===== config.mk =====
export PLATFORM = sky130hd
export DESIGN_NAME = slotted_page_space_allocator_top
export DESIGN_NICKNAME = d
export VERILOG_FILES = /design/src/hdl/spsa_pkg.sv /design/src/hdl/slotted_page_space_allocator_top.sv /design/src/hdl/spsa_cell.sv
export VERILOG_INCLUDE_DIRS = /design/src /design/src/hdl
export SDC_FILE = /design/constraint.sdc
export NUM_CORES = 1
export LEC_CHECK = 0
export BUFFER_PORTS_ARGS = -buffer_cell sky130_fd_sc_hd__clkbuf_2
export CAP_MARGIN = 20
export CORE_MARGIN = 10
export CORE_UTILIZATION = 45
export CTS_CLUSTER_SIZE = 16
export DETAILED_ROUTE_END_ITERATION = 8
export MAX_ROUTING_LAYER = met4
export PLACE_DENSITY = 0.65
export SYNTH_ARGS = -nofsm -noshare
export SYNTH_HDL_FRONTEND = slang
export SYNTH_SLANG_ARGS = --single-unit

===== constraint.sdc =====
create_clock -name clock -period 10.9 [get_ports clock]
set_input_delay 1.09 -clock clock [delete_from_list [all_inputs] [get_ports clock]]
set_output_delay 1.09 -clock clock [all_outputs]
set_load 0.01 [all_outputs]

===== src/hdl/assert_macros.svh =====
// ----------------------------------------------------------------------------
// Assertion macros
// Shared concurrent assertion forms for the allocator RTL.
// ----------------------------------------------------------------------------
`ifndef ASSERT_MACROS_SVH
`define ASSERT_MACROS_SVH

// prop must hold at every clock edge outside reset
`define ASSERT_HOLDS(label, clk, rst, prop, msg) \
   label: assert property (@(posedge clk) disable iff (rst) (prop)) else $error(msg);

// cond must never be true outside reset
`define ASSERT_NEVER(label, clk, rst, cond, msg) \
   label: assert property (@(posedge clk) disable iff (rst) !(cond)) else $error(msg);

`endif


===== src/hdl/spsa_pkg.sv =====
// ----------------------------------------------------------------------------
// Slotted page allocator package
// Payload types, status codes, controller states and default sizes.
// ----------------------------------------------------------------------------
`timescale 1ns / 1ps

package spsa_pkg;

   localparam int DEF_SLOTS            = 16;
   localparam int DEF_PAGE_BYTES       = 4096;
   localparam int DEF_SLOT_ENTRY_BYTES = 16;

   localparam int LEN_W      = 13;
   localparam int SLOT_NUM_W = 4;
   localparam int STATUS_W   = 2;
   localparam int CHOSEN_W   = 4;
   localparam int ROFF_W     = 12;

   localparam logic [STATUS_W-1:0] ST_DONE         = 2'd0;
   localparam logic [STATUS_W-1:0] ST_NO_SLOT      = 2'd1;
   localparam logic [STATUS_W-1:0] ST_NO_SPACE     = 2'd2;
   localparam logic [STATUS_W-1:0] ST_EMPTY_DELETE = 2'd3;

   localparam logic ACT_ADD    = 1'b0;
   localparam logic ACT_DELETE = 1'b1;

   typedef struct packed {
      logic                  action;
      logic [LEN_W-1:0]      record_length;
      logic [SLOT_NUM_W-1:0] slot_number;
   } req_type;

   typedef struct packed {
      logic [STATUS_W-1:0] status;
      logic [CHOSEN_W-1:0] chosen_slot;
      logic [ROFF_W-1:0]   record_offset;
   } rsp_type;

   typedef enum logic [1:0] {
      ST_IDLE,
      ST_SCAN,
      ST_FINISH
   } state_type;

endpackage


===== src/hdl/slotted_page_space_allocator_top.sv =====
// ----------------------------------------------------------------------------
// Slotted page space allocator
// Slot directory of one page: add places a record, delete frees a slot.
// ----------------------------------------------------------------------------
// Each request launches a scan wave into a chain of SLOTS cells, one cell per
// cycle, then the result is formed and any placement is written back. A
// new request is accepted only after the wave has left the last cell and the
// result has been loaded, so requests never overlap in the chain; a
// result still waiting on rsp_ready stalls the next write-back, and with it
// the next request transfer, but not the scan.
`timescale 1ns / 1ps
`include "assert_macros.svh"

module slotted_page_space_allocator_top
   import spsa_pkg::*;
#(
   parameter int SLOTS            = DEF_SLOTS,
   parameter int PAGE_BYTES       = DEF_PAGE_BYTES,
   parameter int SLOT_ENTRY_BYTES = DEF_SLOT_ENTRY_BYTES
) (
   input  logic    clock,
   input  logic    reset,
   input  logic    req_valid,
   output logic    req_ready,
   input  req_type req_data,
   output logic    rsp_valid,
   input  logic    rsp_ready,
   output rsp_type rsp_data
);

   localparam int SLOT_W    = (SLOTS > 1) ? $clog2(SLOTS) : 1;
   localparam int OFF_W     = $clog2(PAGE_BYTES);
   localparam int DIR_BYTES = SLOTS * SLOT_ENTRY_BYTES;
   localparam int PL_MAX    = (DIR_BYTES > PAGE_BYTES) ? DIR_BYTES : PAGE_BYTES;
   localparam int PL_W      = $clog2(PL_MAX + 1);
   localparam int CMP_W     = ((PL_W > LEN_W) ? PL_W : LEN_W) + 1;
   localparam int WAVE_W    = 4 + SLOT_NUM_W + SLOT_W + PL_W;
   localparam int COMMIT_W  = 1 + SLOT_W + OFF_W + LEN_W;

   typedef struct packed {
      logic                  valid;
      logic                  del;
      logic [SLOT_NUM_W-1:0] slot;
      logic                  found;
      logic [SLOT_W-1:0]     free_idx;
      logic [PL_W-1:0]       max_end;
      logic                  hit;
   } wave_type;

   typedef struct packed {
      logic              en;
      logic [SLOT_W-1:0] idx;
      logic [OFF_W-1:0]  offset;
      logic [LEN_W-1:0]  length;
   } commit_type;

   state_type state_ff;
   state_type state_in;

   logic [WAVE_W-1:0] chain [SLOTS+1];

   wave_type         inject_ff;
   wave_type         inject_in;
   wave_type         last_wave;
   wave_type         fin_ff;
   logic [LEN_W-1:0] len_ff;
   commit_type       wr;

   logic    req_fire;
   logic    fin_load;
   logic    rsp_load;
   logic    rsp_valid_ff;
   rsp_type rsp_data_ff;
   rsp_type rsp_next;
   logic    add_ok;

   logic [CMP_W-1:0] place_c;
   logic [CMP_W-1:0] room_c;

   assign req_fire  = req_valid && req_ready;
   assign last_wave = wave_type'(chain[SLOTS]);
   assign chain[0]  = inject_ff;

   for (genvar i = 0; i < SLOTS; i++) begin : g_cell
      spsa_cell #(
         .SLOT_W     (SLOT_W),
         .OFF_W      (OFF_W),
         .PL_W       (PL_W),
         .CELL_INDEX (i)
      ) u_cell (
         .clock     (clock),
         .reset     (reset),
         .prev_wave (chain[i]),
         .next_wave (chain[i+1]),
         .commit    (COMMIT_W'(wr))
      );
   end

   always_comb begin
      state_in = state_ff;
      unique case (state_ff)
         ST_IDLE: begin
            if (req_valid) state_in = ST_SCAN;
         end
         ST_SCAN: begin
            if (last_wave.valid) state_in = ST_FINISH;
         end
         ST_FINISH: begin
            if (!rsp_valid_ff || rsp_ready) state_in = ST_IDLE;
         end
         default: state_in = ST_IDLE;
      endcase
   end

   always_comb begin
      req_ready = 1'b0;
      fin_load  = 1'b0;
      rsp_load  = 1'b0;
      unique case (state_ff)
         ST_IDLE:   req_ready = 1'b1;
         ST_SCAN:   fin_load  = last_wave.valid;
         ST_FINISH: rsp_load  = !rsp_valid_ff || rsp_ready;
         default:   req_ready = 1'b0;
      endcase
   end

   always_ff @(posedge clock) begin
      if (reset) begin
         state_ff <= ST_IDLE;
      end else begin
         state_ff <= state_in;
      end
   end

   always_comb begin
      inject_in          = '0;
      inject_in.valid    = req_fire;
      inject_in.del      = req_data.action == ACT_DELETE;
      inject_in.slot     = req_data.slot_number;
      inject_in.max_end  = PL_W'(DIR_BYTES);
   end

   always_ff @(posedge clock) begin
      if (reset) begin
         inject_ff <= '0;
      end else begin
         inject_ff <= inject_in;
      end
   end

   always_ff @(posedge clock) begin
      if (req_fire) begin
         len_ff <= req_data.record_length;
      end
      if (fin_load) begin
         fin_ff <= last_wave;
      end
   end

   assign place_c = CMP_W'(fin_ff.max_end);
   assign room_c  = CMP_W'(PAGE_BYTES) - place_c;

   always_comb begin
      rsp_next = '0;
      add_ok   = 1'b0;
      if (fin_ff.del) begin
         rsp_next.status      = fin_ff.hit ? ST_DONE : ST_EMPTY_DELETE;
         rsp_next.chosen_slot = fin_ff.slot;
      end else if (!fin_ff.found) begin
         rsp_next.status = ST_NO_SLOT;
      end else if ((place_c >= CMP_W'(PAGE_BYTES)) || (CMP_W'(len_ff) > room_c)) begin
         rsp_next.status = ST_NO_SPACE;
      end else begin
         add_ok                 = 1'b1;
         rsp_next.status        = ST_DONE;
         rsp_next.chosen_slot   = CHOSEN_W'(fin_ff.free_idx);
         rsp_next.record_offset = ROFF_W'(fin_ff.max_end);
      end
   end

   always_comb begin
      wr.en     = rsp_load && add_ok;
      wr.idx    = fin_ff.free_idx;
      wr.offset = OFF_W'(fin_ff.max_end);
      wr.length = len_ff;
   end

   always_ff @(posedge clock) begin
      if (reset) begin
         rsp_valid_ff <= 1'b0;
      end else if (rsp_load) begin
         rsp_valid_ff <= 1'b1;
      end else if (rsp_ready) begin
         rsp_valid_ff <= 1'b0;
      end
   end

   always_ff @(posedge clock) begin
      if (rsp_load) begin
         rsp_data_ff <= rsp_next;
      end
   end

   assign rsp_valid = rsp_valid_ff;
   assign rsp_data  = rsp_data_ff;

   `ASSERT_NEVER(a_wave_scan, clock, reset, last_wave.valid && state_ff != ST_SCAN, "late wave")
   `ASSERT_NEVER(a_launch, clock, reset, inject_ff.valid && state_ff != ST_SCAN, "stray launch")
   `ASSERT_HOLDS(a_rsp_seq, clock, reset, $rose(rsp_valid) |-> $past(rsp_load), "stray result")

endmodule


===== src/hdl/spsa_cell.sv =====
// ----------------------------------------------------------------------------
// Slot cell
// Holds one directory entry and folds it into the scan wave passing by.
// ----------------------------------------------------------------------------
`timescale 1ns / 1ps
`include "assert_macros.svh"

module spsa_cell
   import spsa_pkg::*;
#(
   parameter int SLOT_W     = 4,
   parameter int OFF_W      = 12,
   parameter int PL_W       = 13,
   parameter int CELL_INDEX = 0
) (
   input  logic                          clock,
   input  logic                          reset,
   input  logic [3+SLOT_NUM_W+SLOT_W+PL_W:0] prev_wave,
   output logic [3+SLOT_NUM_W+SLOT_W+PL_W:0] next_wave,
   input  logic [SLOT_W+OFF_W+LEN_W:0]   commit
);

   typedef struct packed {
      logic                  valid;
      logic                  del;
      logic [SLOT_NUM_W-1:0] slot;
      logic                  found;
      logic [SLOT_W-1:0]     free_idx;
      logic [PL_W-1:0]       max_end;
      logic                  hit;
   } wave_type;

   typedef struct packed {
      logic              en;
      logic [SLOT_W-1:0] idx;
      logic [OFF_W-1:0]  offset;
      logic [LEN_W-1:0]  length;
   } commit_type;

   localparam int SEL_W = (SLOT_NUM_W > SLOT_W) ? SLOT_NUM_W : SLOT_W;

   wave_type   wave_prev;
   wave_type   wave_ff;
   wave_type   wave_in;
   commit_type wr;

   logic             used_ff;
   logic             used_in;
   logic [OFF_W-1:0] offset_ff;
   logic [LEN_W-1:0] length_ff;
   logic [PL_W-1:0]  end_pos;
   logic             del_match;
   logic             wr_match;

   assign wave_prev = wave_type'(prev_wave);
   assign wr        = commit_type'(commit);
   assign next_wave = wave_ff;

   assign end_pos   = PL_W'(offset_ff) + PL_W'(length_ff);
   assign del_match = SEL_W'(wave_prev.slot) == SEL_W'(CELL_INDEX);
   assign wr_match  = wr.en && (wr.idx == SLOT_W'(CELL_INDEX));

   always_comb begin
      wave_in = wave_prev;
      used_in = used_ff;
      if (wave_prev.valid) begin
         if (wave_prev.del) begin
            if (del_match && used_ff) begin
               wave_in.hit = 1'b1;
               used_in     = 1'b0;
            end
         end else begin
            if (!used_ff && !wave_prev.found) begin
               wave_in.found    = 1'b1;
               wave_in.free_idx = SLOT_W'(CELL_INDEX);
            end
            if (used_ff && (end_pos > wave_prev.max_end)) begin
               wave_in.max_end = end_pos;
            end
         end
      end
      if (wr_match) begin
         used_in = 1'b1;
      end
   end

   always_ff @(posedge clock) begin
      if (reset) begin
         wave_ff <= '0;
      end else begin
         wave_ff <= wave_in;
      end
   end

   always_ff @(posedge clock) begin
      if (reset) begin
         used_ff <= 1'b0;
      end else begin
         used_ff <= used_in;
      end
   end

   always_ff @(posedge clock) begin
      if (wr_match) begin
         offset_ff <= wr.offset;
         length_ff <= wr.length;
      end
   end

   `ASSERT_NEVER(a_commit_free, clock, reset, wr_match && used_ff, "commit to occupied slot")
   `ASSERT_NEVER(a_wave_commit, clock, reset, wr_match && wave_prev.valid, "commit during scan")
   `ASSERT_NEVER(a_hit_add, clock, reset, wave_ff.hit && !wave_ff.del, "add hit")

endmodule

Word level (Yosys, flattened, before mapping)
Index checks and enable logic that the tools add are counted.
{"block": "word_totals", "ff_bits": 899, "latch_bits": 0, "mem_bits_rw": 0, "mem_bits_ro": 0, "inputBits": 22, "out_inout_bits": 20, "n_memories": 0}
{"block": "op_classes", "add_sub_neg": 17, "mul": 0, "div": 0, "n_lt_le_gt_ge": 18, "eq_ne": 35, "shifts": 0, "mux": 179, "bitwise_logic": 1, "reduce_logical": 171}
{"operator": "19-bit two-way mux", "n": 16}
{"operator": "18-bit two-way mux", "n": 16}
{"operator": "12-bit by 13-bit adder with 13-bit output", "n": 16}
{"operator": "13-bit > comparator", "n": 16}
{"operator": "13-bit two-way mux", "n": 16}
{"operator": "1-bit two-way mux", "n": 104}
{"operator": "2-bit nonzero test", "n": 49}
{"operator": "5-bit two-way mux", "n": 16}
{"operator": "1-bit logical AND", "n": 66}
{"operator": "4-bit equality test (second input constant)", "n": 16}
{"operator": "3-bit AND reduction", "n": 17}
{"operator": "1-bit zero test", "n": 33}
{"operator": "4-bit by 3-bit equality test with 1-bit output (second input constant)", "n": 8}
{"operator": "16-bit two-way mux", "n": 2}
{"operator": "4-bit by 2-bit equality test with 1-bit output (second input constant)", "n": 4}
{"operator": "13-bit by 14-bit > comparator with 1-bit output", "n": 1}
{"operator": "13-bit by 13-bit subtractor with 14-bit output (first input constant)", "n": 1}
{"operator": "13-bit greater-or-equal comparator (second input constant)", "n": 1}
{"operator": "2-bit two-way mux", "n": 6}
{"operator": "10-bit two-way mux", "n": 1}
{"operator": "4-bit by 1-bit equality test with 1-bit output (second input constant)", "n": 2}
{"operator": "4-bit zero test", "n": 2}
{"operator": "6-bit two-way mux", "n": 1}
{"operator": "2-bit case mux with 3 select lines", "n": 1}
{"operator": "other kinds (8)", "n": 10}

Longest topological paths before layout
{"block": "depth", "depth_word": 10, "mapped_depth": 20, "depth_no_buf": 19}

Modules after synthesis
A second synthesis with hierarchy kept.
{"block": "hier_totals", "hier_cells": 4061, "area_unflattened_um2": 44615.3}
{"module": "spsa_cell at g_cell[5].u_cell ...", "n_inst": 3, "cells_each": 257, "area_per_inst_um2": 2747.6, "seq_area_each_um2": 1271.2}
{"module": "spsa_cell at g_cell[4].u_cell ...", "n_inst": 2, "cells_each": 255, "area_per_inst_um2": 2723.9, "seq_area_each_um2": 1271.2}
{"module": "spsa_cell at g_cell[1].u_cell ...", "n_inst": 2, "cells_each": 232, "area_per_inst_um2": 2536.2, "seq_area_each_um2": 1271.2}
{"module": "spsa_cell at g_cell[7].u_cell", "n_inst": 1, "cells_each": 258, "area_per_inst_um2": 2751.4, "seq_area_each_um2": 1271.2}
{"module": "slotted_page_space_allocator_top", "n_inst": 1, "cells_each": 200, "area_per_inst_um2": 2737.6, "seq_area_each_um2": 1851.8}
{"module": "spsa_cell at g_cell[11].u_cell", "n_inst": 1, "cells_each": 231, "area_per_inst_um2": 2560.0, "seq_area_each_um2": 1271.2}
{"module": "spsa_cell at g_cell[12].u_cell", "n_inst": 1, "cells_each": 232, "area_per_inst_um2": 2558.7, "seq_area_each_um2": 1271.2}
{"module": "spsa_cell at g_cell[13].u_cell", "n_inst": 1, "cells_each": 230, "area_per_inst_um2": 2553.7, "seq_area_each_um2": 1271.2}
{"module": "spsa_cell at g_cell[0].u_cell", "n_inst": 1, "cells_each": 228, "area_per_inst_um2": 2549.9, "seq_area_each_um2": 1271.2}
{"module": "spsa_cell at g_cell[10].u_cell", "n_inst": 1, "cells_each": 233, "area_per_inst_um2": 2537.4, "seq_area_each_um2": 1271.2}
{"module": "spsa_cell at g_cell[15].u_cell", "n_inst": 1, "cells_each": 237, "area_per_inst_um2": 2536.2, "seq_area_each_um2": 1271.2}
{"module": "spsa_cell at g_cell[14].u_cell", "n_inst": 1, "cells_each": 233, "area_per_inst_um2": 2533.7, "seq_area_each_um2": 1271.2}
{"module": "spsa_cell at g_cell[3].u_cell", "n_inst": 1, "cells_each": 234, "area_per_inst_um2": 2533.7, "seq_area_each_um2": 1271.2}

Worst setup path after synthesis
OpenSTA, ideal clock, no wires.
{"block": "synth_path", "path_type": "flip-flop to flip-flop", "startpoint": "reg fin_ff[7] (netlist name)", "endpoint": "reg g_cell[3].u_cell.length_ff[0] (enable)", "setup_ns": 0.407, "arrival_ns": 4.075, "required_ns": 10.493, "path_slack_ns": 6.418, "stages_incl_launch_ff": 14, "n_path_buf": 0, "synth_period_minus_slack_ns": 4.482, "cell_sequence": "edfxtp_1 > nor4_1 > nand2b_1 > nor3_1 > xor2_1 > ha_1 > a21o_1 > a21oi_1 > o31a_1 > o2111a_1 > o2111a_1 > and2_1 > nand3_1 > nor2_1"}
{"block": "synth_between", "elab_chain_len": 8, "word_cells_on_any_way": 9, "classes_between": "1 x add/sub; 2 x order compare; 3 x mux; 3 x reduce/logical"}
{"item": "from (decl)", "line": "slotted_page_space_allocator_top.sv:65", "rtl": "wave_type fin_ff;"}
{"item": "from (signal assigned)", "line": "slotted_page_space_allocator_top.sv:156", "rtl": "fin_ff <= last_wave;"}
{"item": "13-bit by 13-bit subtractor with 14-bit output", "line": "slotted_page_space_allocator_top.sv:161", "rtl": "assign room_c = CMP_W'(PAGE_BYTES) - place_c;"}
{"item": "13-bit by 14-bit > comparator with 1-bit output", "line": "slotted_page_space_allocator_top.sv:171", "rtl": "end else if ((place_c >= CMP_W'(PAGE_BYTES)) || (CMP_W'(len_ff) > room_c)) begin"}
{"item": "1-bit logical OR (*)", "line": "slotted_page_space_allocator_top.sv:171"}
{"item": "1-bit two-way mux (*)", "line": "slotted_page_space_allocator_top.sv:171"}
{"item": "1-bit two-way mux (*)", "line": "slotted_page_space_allocator_top.sv:169", "rtl": "end else if (!fin_ff.found) begin"}
{"item": "1-bit two-way mux (*)", "line": "slotted_page_space_allocator_top.sv:166", "rtl": "if (fin_ff.del) begin"}
{"item": "1-bit logical AND (*)", "line": "slotted_page_space_allocator_top.sv:182", "rtl": "wr.en = rsp_load && add_ok;"}
{"item": "1-bit logical AND (*)", "line": "spsa_cell.sv:61", "rtl": "assign wr_match = wr.en && (wr.idx == SLOT_W'(CELL_INDEX));"}
{"item": "to (signal assigned)", "line": "spsa_cell.sv:106", "rtl": "length_ff <= wr.length;"}
{"item": "to (decl)", "line": "spsa_cell.sv:50", "rtl": "logic [LEN_W-1:0] length_ff;"}
Mark *: on every way between the ends. The rest lies on a longest branch, timed or not.
A chain may end at the register's enable or synchronous reset.

Worst setup path after layout
{"block": "layout_path", "startpoint": "reg fin_ff[6] (netlist name)", "endpoint": "reg g_cell[10].u_cell.length_ff[12] (enable)"}
{"block": "layout_between", "elab_chain_len": 8, "word_cells_on_any_way": 9, "classes_between": "1 x add/sub; 2 x order compare; 3 x mux; 3 x reduce/logical"}
{"item": "13-bit by 13-bit subtractor with 14-bit output", "line": "slotted_page_space_allocator_top.sv:161"}
{"item": "13-bit by 14-bit > comparator with 1-bit output", "line": "slotted_page_space_allocator_top.sv:171"}
{"item": "1-bit logical OR (*)", "line": "slotted_page_space_allocator_top.sv:171"}
{"item": "1-bit two-way mux (*)", "line": "slotted_page_space_allocator_top.sv:171"}
{"item": "1-bit two-way mux (*)", "line": "slotted_page_space_allocator_top.sv:169"}
{"item": "1-bit two-way mux (*)", "line": "slotted_page_space_allocator_top.sv:166"}
{"item": "1-bit logical AND (*)", "line": "slotted_page_space_allocator_top.sv:182"}
{"item": "1-bit logical AND (*)", "line": "spsa_cell.sv:61"}
{"item": "to (signal assigned)", "line": "spsa_cell.sv:106"}
{"item": "to (decl)", "line": "spsa_cell.sv:50"}
Marked as above.

==> results.md <==
- Die X: 323 um
- Warnings from Yosys: 0
- Post-route cell area: 46400 um^2
- Pleak: 17.4 nW
- Number of synthesized flops with an enable pin: 455
- Full die area: 104000 um^2
- Most common cell after layout, fill and taps aside: edfxtp_1
- Total power: 6.71 mW
- Vias in the first global route: 26700
- Port bufs: 41
- Mapped Cells: 3693
- Peak Freq: 182 MHz
- Synth unique cells: 80
- Die height: 323 um
- Dpl hpwl: 73100 um
- Core ar.: 91400 um^2
- Vias per cell: 5.45
- CTS Buffer Depth: 3
- Routed length per instance: 20.5 um
- Post-synth ARST share: 0%
- Sequential Area: 21900 um^2
- Fin crit share: 50.4%
- Placed Area: 43100 um^2
- Met3 usage: 2.56%
- Final Max Tran Viols: 0
- Ys flop type: edfxtp_1
- Setup Viol. Count Final: 0
- Maximum fanout along the worst path: 22
- Met2 GRT Util: 32.2%
- Critical Setup Path Class: reg -> reg
- Starting DRT DRC Count: 2241
- Worst Path Arrival: 5.85 ns
- Hold Fails Final Rpt: 0
- CTS tree: done
- Total CTS buffers: 91
- First-pass GRT wire length: 158000 um
- Starting density of the core: 45.2%
- Overall Global Routing Usage: 20.4%
- Setup Skew: 0.0382 ns
- Status: finished clean
- Top Usage Layer GRT: met2
- Largest cells by area after synthesis: edfxtp_1 (33%), dfxtp_1 (20%), ha_1 (12%)
- Hold crit path type: reg -> reg
- Setup TNS Final: 0 ns
- Worst EP required: 11.25 ns
- Clk slew on worst S/H paths: 0.06 ns
- Drt first pass iters: 5
- Crit path time final: 5.50 ns
- Gr ovfl total: 0
- Area grow syn2layout: 12.3%
- Layout cells sized above 1: 7.85%
- Startpoint Class: flop
- Unrepaired setup endpoints after global routing: false
- Share of the synthesized area in the top cell type: 33.1%
- Initial antenna violation count: 6
- Slew at the pin closest to its max-slew limit: 1.11 ns
- Root buf cell: clkbuf_16
- Largest net degree at the start of global routing: 95
- Critical path cell sequence: nor4_1, nand2b_1, nor3_1, xor2_1, ha_1, a21o_1, a21oi_1, o31a_1, o2111a_1, o2111a_1, and2_1, nand2_1, nor2_2, buf_6
- Layout fillers: 8063
- M1 GR Usage: 27.1%
- I/O pins: 42
- Most frequent CP cell: o2111a_1
- CP max-delay cell: edfxtp_1
- CTS Sinks: 866
- Yosys reg bits: 866
- Clk_lat worst skew: 0.67 ns
- Nets: 4248
- DR vias: 27700
- # Max-Cap Violations: 0
- Peak supply drop: 0.128 mV
- Cts hold-fix bufs: 0
- Resized cells post-CTS: 0
- Slowest cell delay on critical path: 0.81 ns
- Row count: 111
- Post-CTS Setup Inserts: 0
- Mapped Area: 41300 um^2
- Worst setup EP type: flop
- GPL Wtd Cong: 0.880
- Post-Syn Area per Cell: 11.2 um^2
- Antenna-violating nets left: 0
- Syn Nets: 4133
- Dominant delay contributor by cell family on the critical path: simple AND/OR/NAND/NOR gates
- Residual DRC: 0
- Most frequent cells in the layout: edfxtp_1 (455), dfxtp_1 (411), ha_1 (402), nor2_1 (329), inv_1 (312)
- Drt total wl: 104000 um
- Cell accounting for the most synthesized area: edfxtp_1
- Multi-input logic area: 18000 um^2
- Slew HR: 26.2%
- H-tree Lvls: 3
- Worst Path Buf+Inv: 1
- PwrDens: 145 nW/um^2
- Sequential share of the synthesized area: 53.0%
[worst paths after layout]
path                                                        end  slack, ns  cells past startpoint                            from
worst max-delay path            g_cell[10].u_cell.length_ff[12]       5.40                     14                       fin_ff[6]
worst min-delay path                                  fin_ff[2]       0.40                      0  g_cell[15].u_cell.next_wave[2]
worst max register to register  g_cell[10].u_cell.length_ff[12]       5.40                     14                       fin_ff[6]
worst min register to register                        fin_ff[2]       0.40                      0  g_cell[15].u_cell.next_wave[2]
[registers in the layout, summed over array words and instances, names as in the netlist]
signal	cells
chain	7
fin_ff	24
g_cell.u_cell.length_ff	208
g_cell.u_cell.next_wave	385
g_cell.u_cell.offset_ff	192
g_cell.u_cell.used_ff	16
len_ff	13
rsp_data	18
rsp_valid	1
state_ff	2
[Yosys cell counts (all sizes together), types with 7 or more instances]
library cell  count
a21bo            12
nor2            346
or2               7
o21bai           19
nand4            35
edfxtp          455
xnor2           144
mux2i           134
o311ai           13
o21a             26
o32ai             9
a41oi             7
nor3b            21
nand3            95
a31oi             9
ha              402
o31a             11
or4b             10
dfxtp           411
or3              48
clkbuf           51
and4             14
a21oi           206
xor2             30
nor4b            12
nand2b           46
and2             30
a211oi           46
a21boi           11
a21o             55
o211ai           16
nand2           149
fa               16
and3              8
nor2b           167
o21ai            91
inv             313
nor3             81
nor4             19
buf              22
o31ai            31
[worst register-to-register path, delay by kind of cell, from the launching register on]
kind,cells,cell delay [ns]
AOI/OAI and AO/OA,5,1.31
xor gates and xnor gates,1,0.18
adders and majority gates,1,0.26
buffers and inverters,1,0.26
DFF,1,0.81
and+or+nand+nor,6,2.38
[report_power, final]
part / internal, mW / switching [mW]
clock network: 1.87 / 1.33
logic: 0.0166 / 0.0712
registers: 3.42 / 0.00465
[through the flow]
stage          worst slack [ns]  hold WS [ns]  cells  utilization (%)
2_1_floorplan              6.42         0.386   3693                -
3_3_place_gp               5.30         0.387   4888             47.1
3_5_place_dp               5.24         0.390   4894             47.2
4_1_cts                    5.22         0.403   5065             50.6
5_1_grt                    4.92         0.413   5072             50.7
6_report                   5.40         0.402   5074             50.7
[layout make-up]
class / instances / area share (%)
antenna: 2 / 0.0108
clock buffer: 118 / 5.43
clock inverter: 53 / 1.32
inverter: 313 / 2.53
multi-input combinational: 2441 / 38.7
sequential: 866 / 47.2
tap: 1186 / 3.20
timing repair buffer: 95 / 1.55
[routing by layer]
metal / share of wire (%) / wire [um]
met4: 3.0 / 3120
met5: 0 / 0
met2: 46 / 47800
met1: 46 / 47800
met3: 5.4 / 5580
[kinds of logic (layout without fill, tap and decap cells)]
logic type | after synthesis | count (layout) | share of synthesized area (%)
simple gates | 1114 | 1114 | 13.8
flops | 866 | 866 | 53.0
compound gates | 600 | 600 | 9.61
fa+ha+maj | 418 | 418 | 13.0
buf+inv | 386 | 579 | 3.61
xor+xnor | 174 | 174 | 3.69
mux | 135 | 135 | 3.28
other cells | 0 | 2 | 0
(Power assumes the default switching activity.)
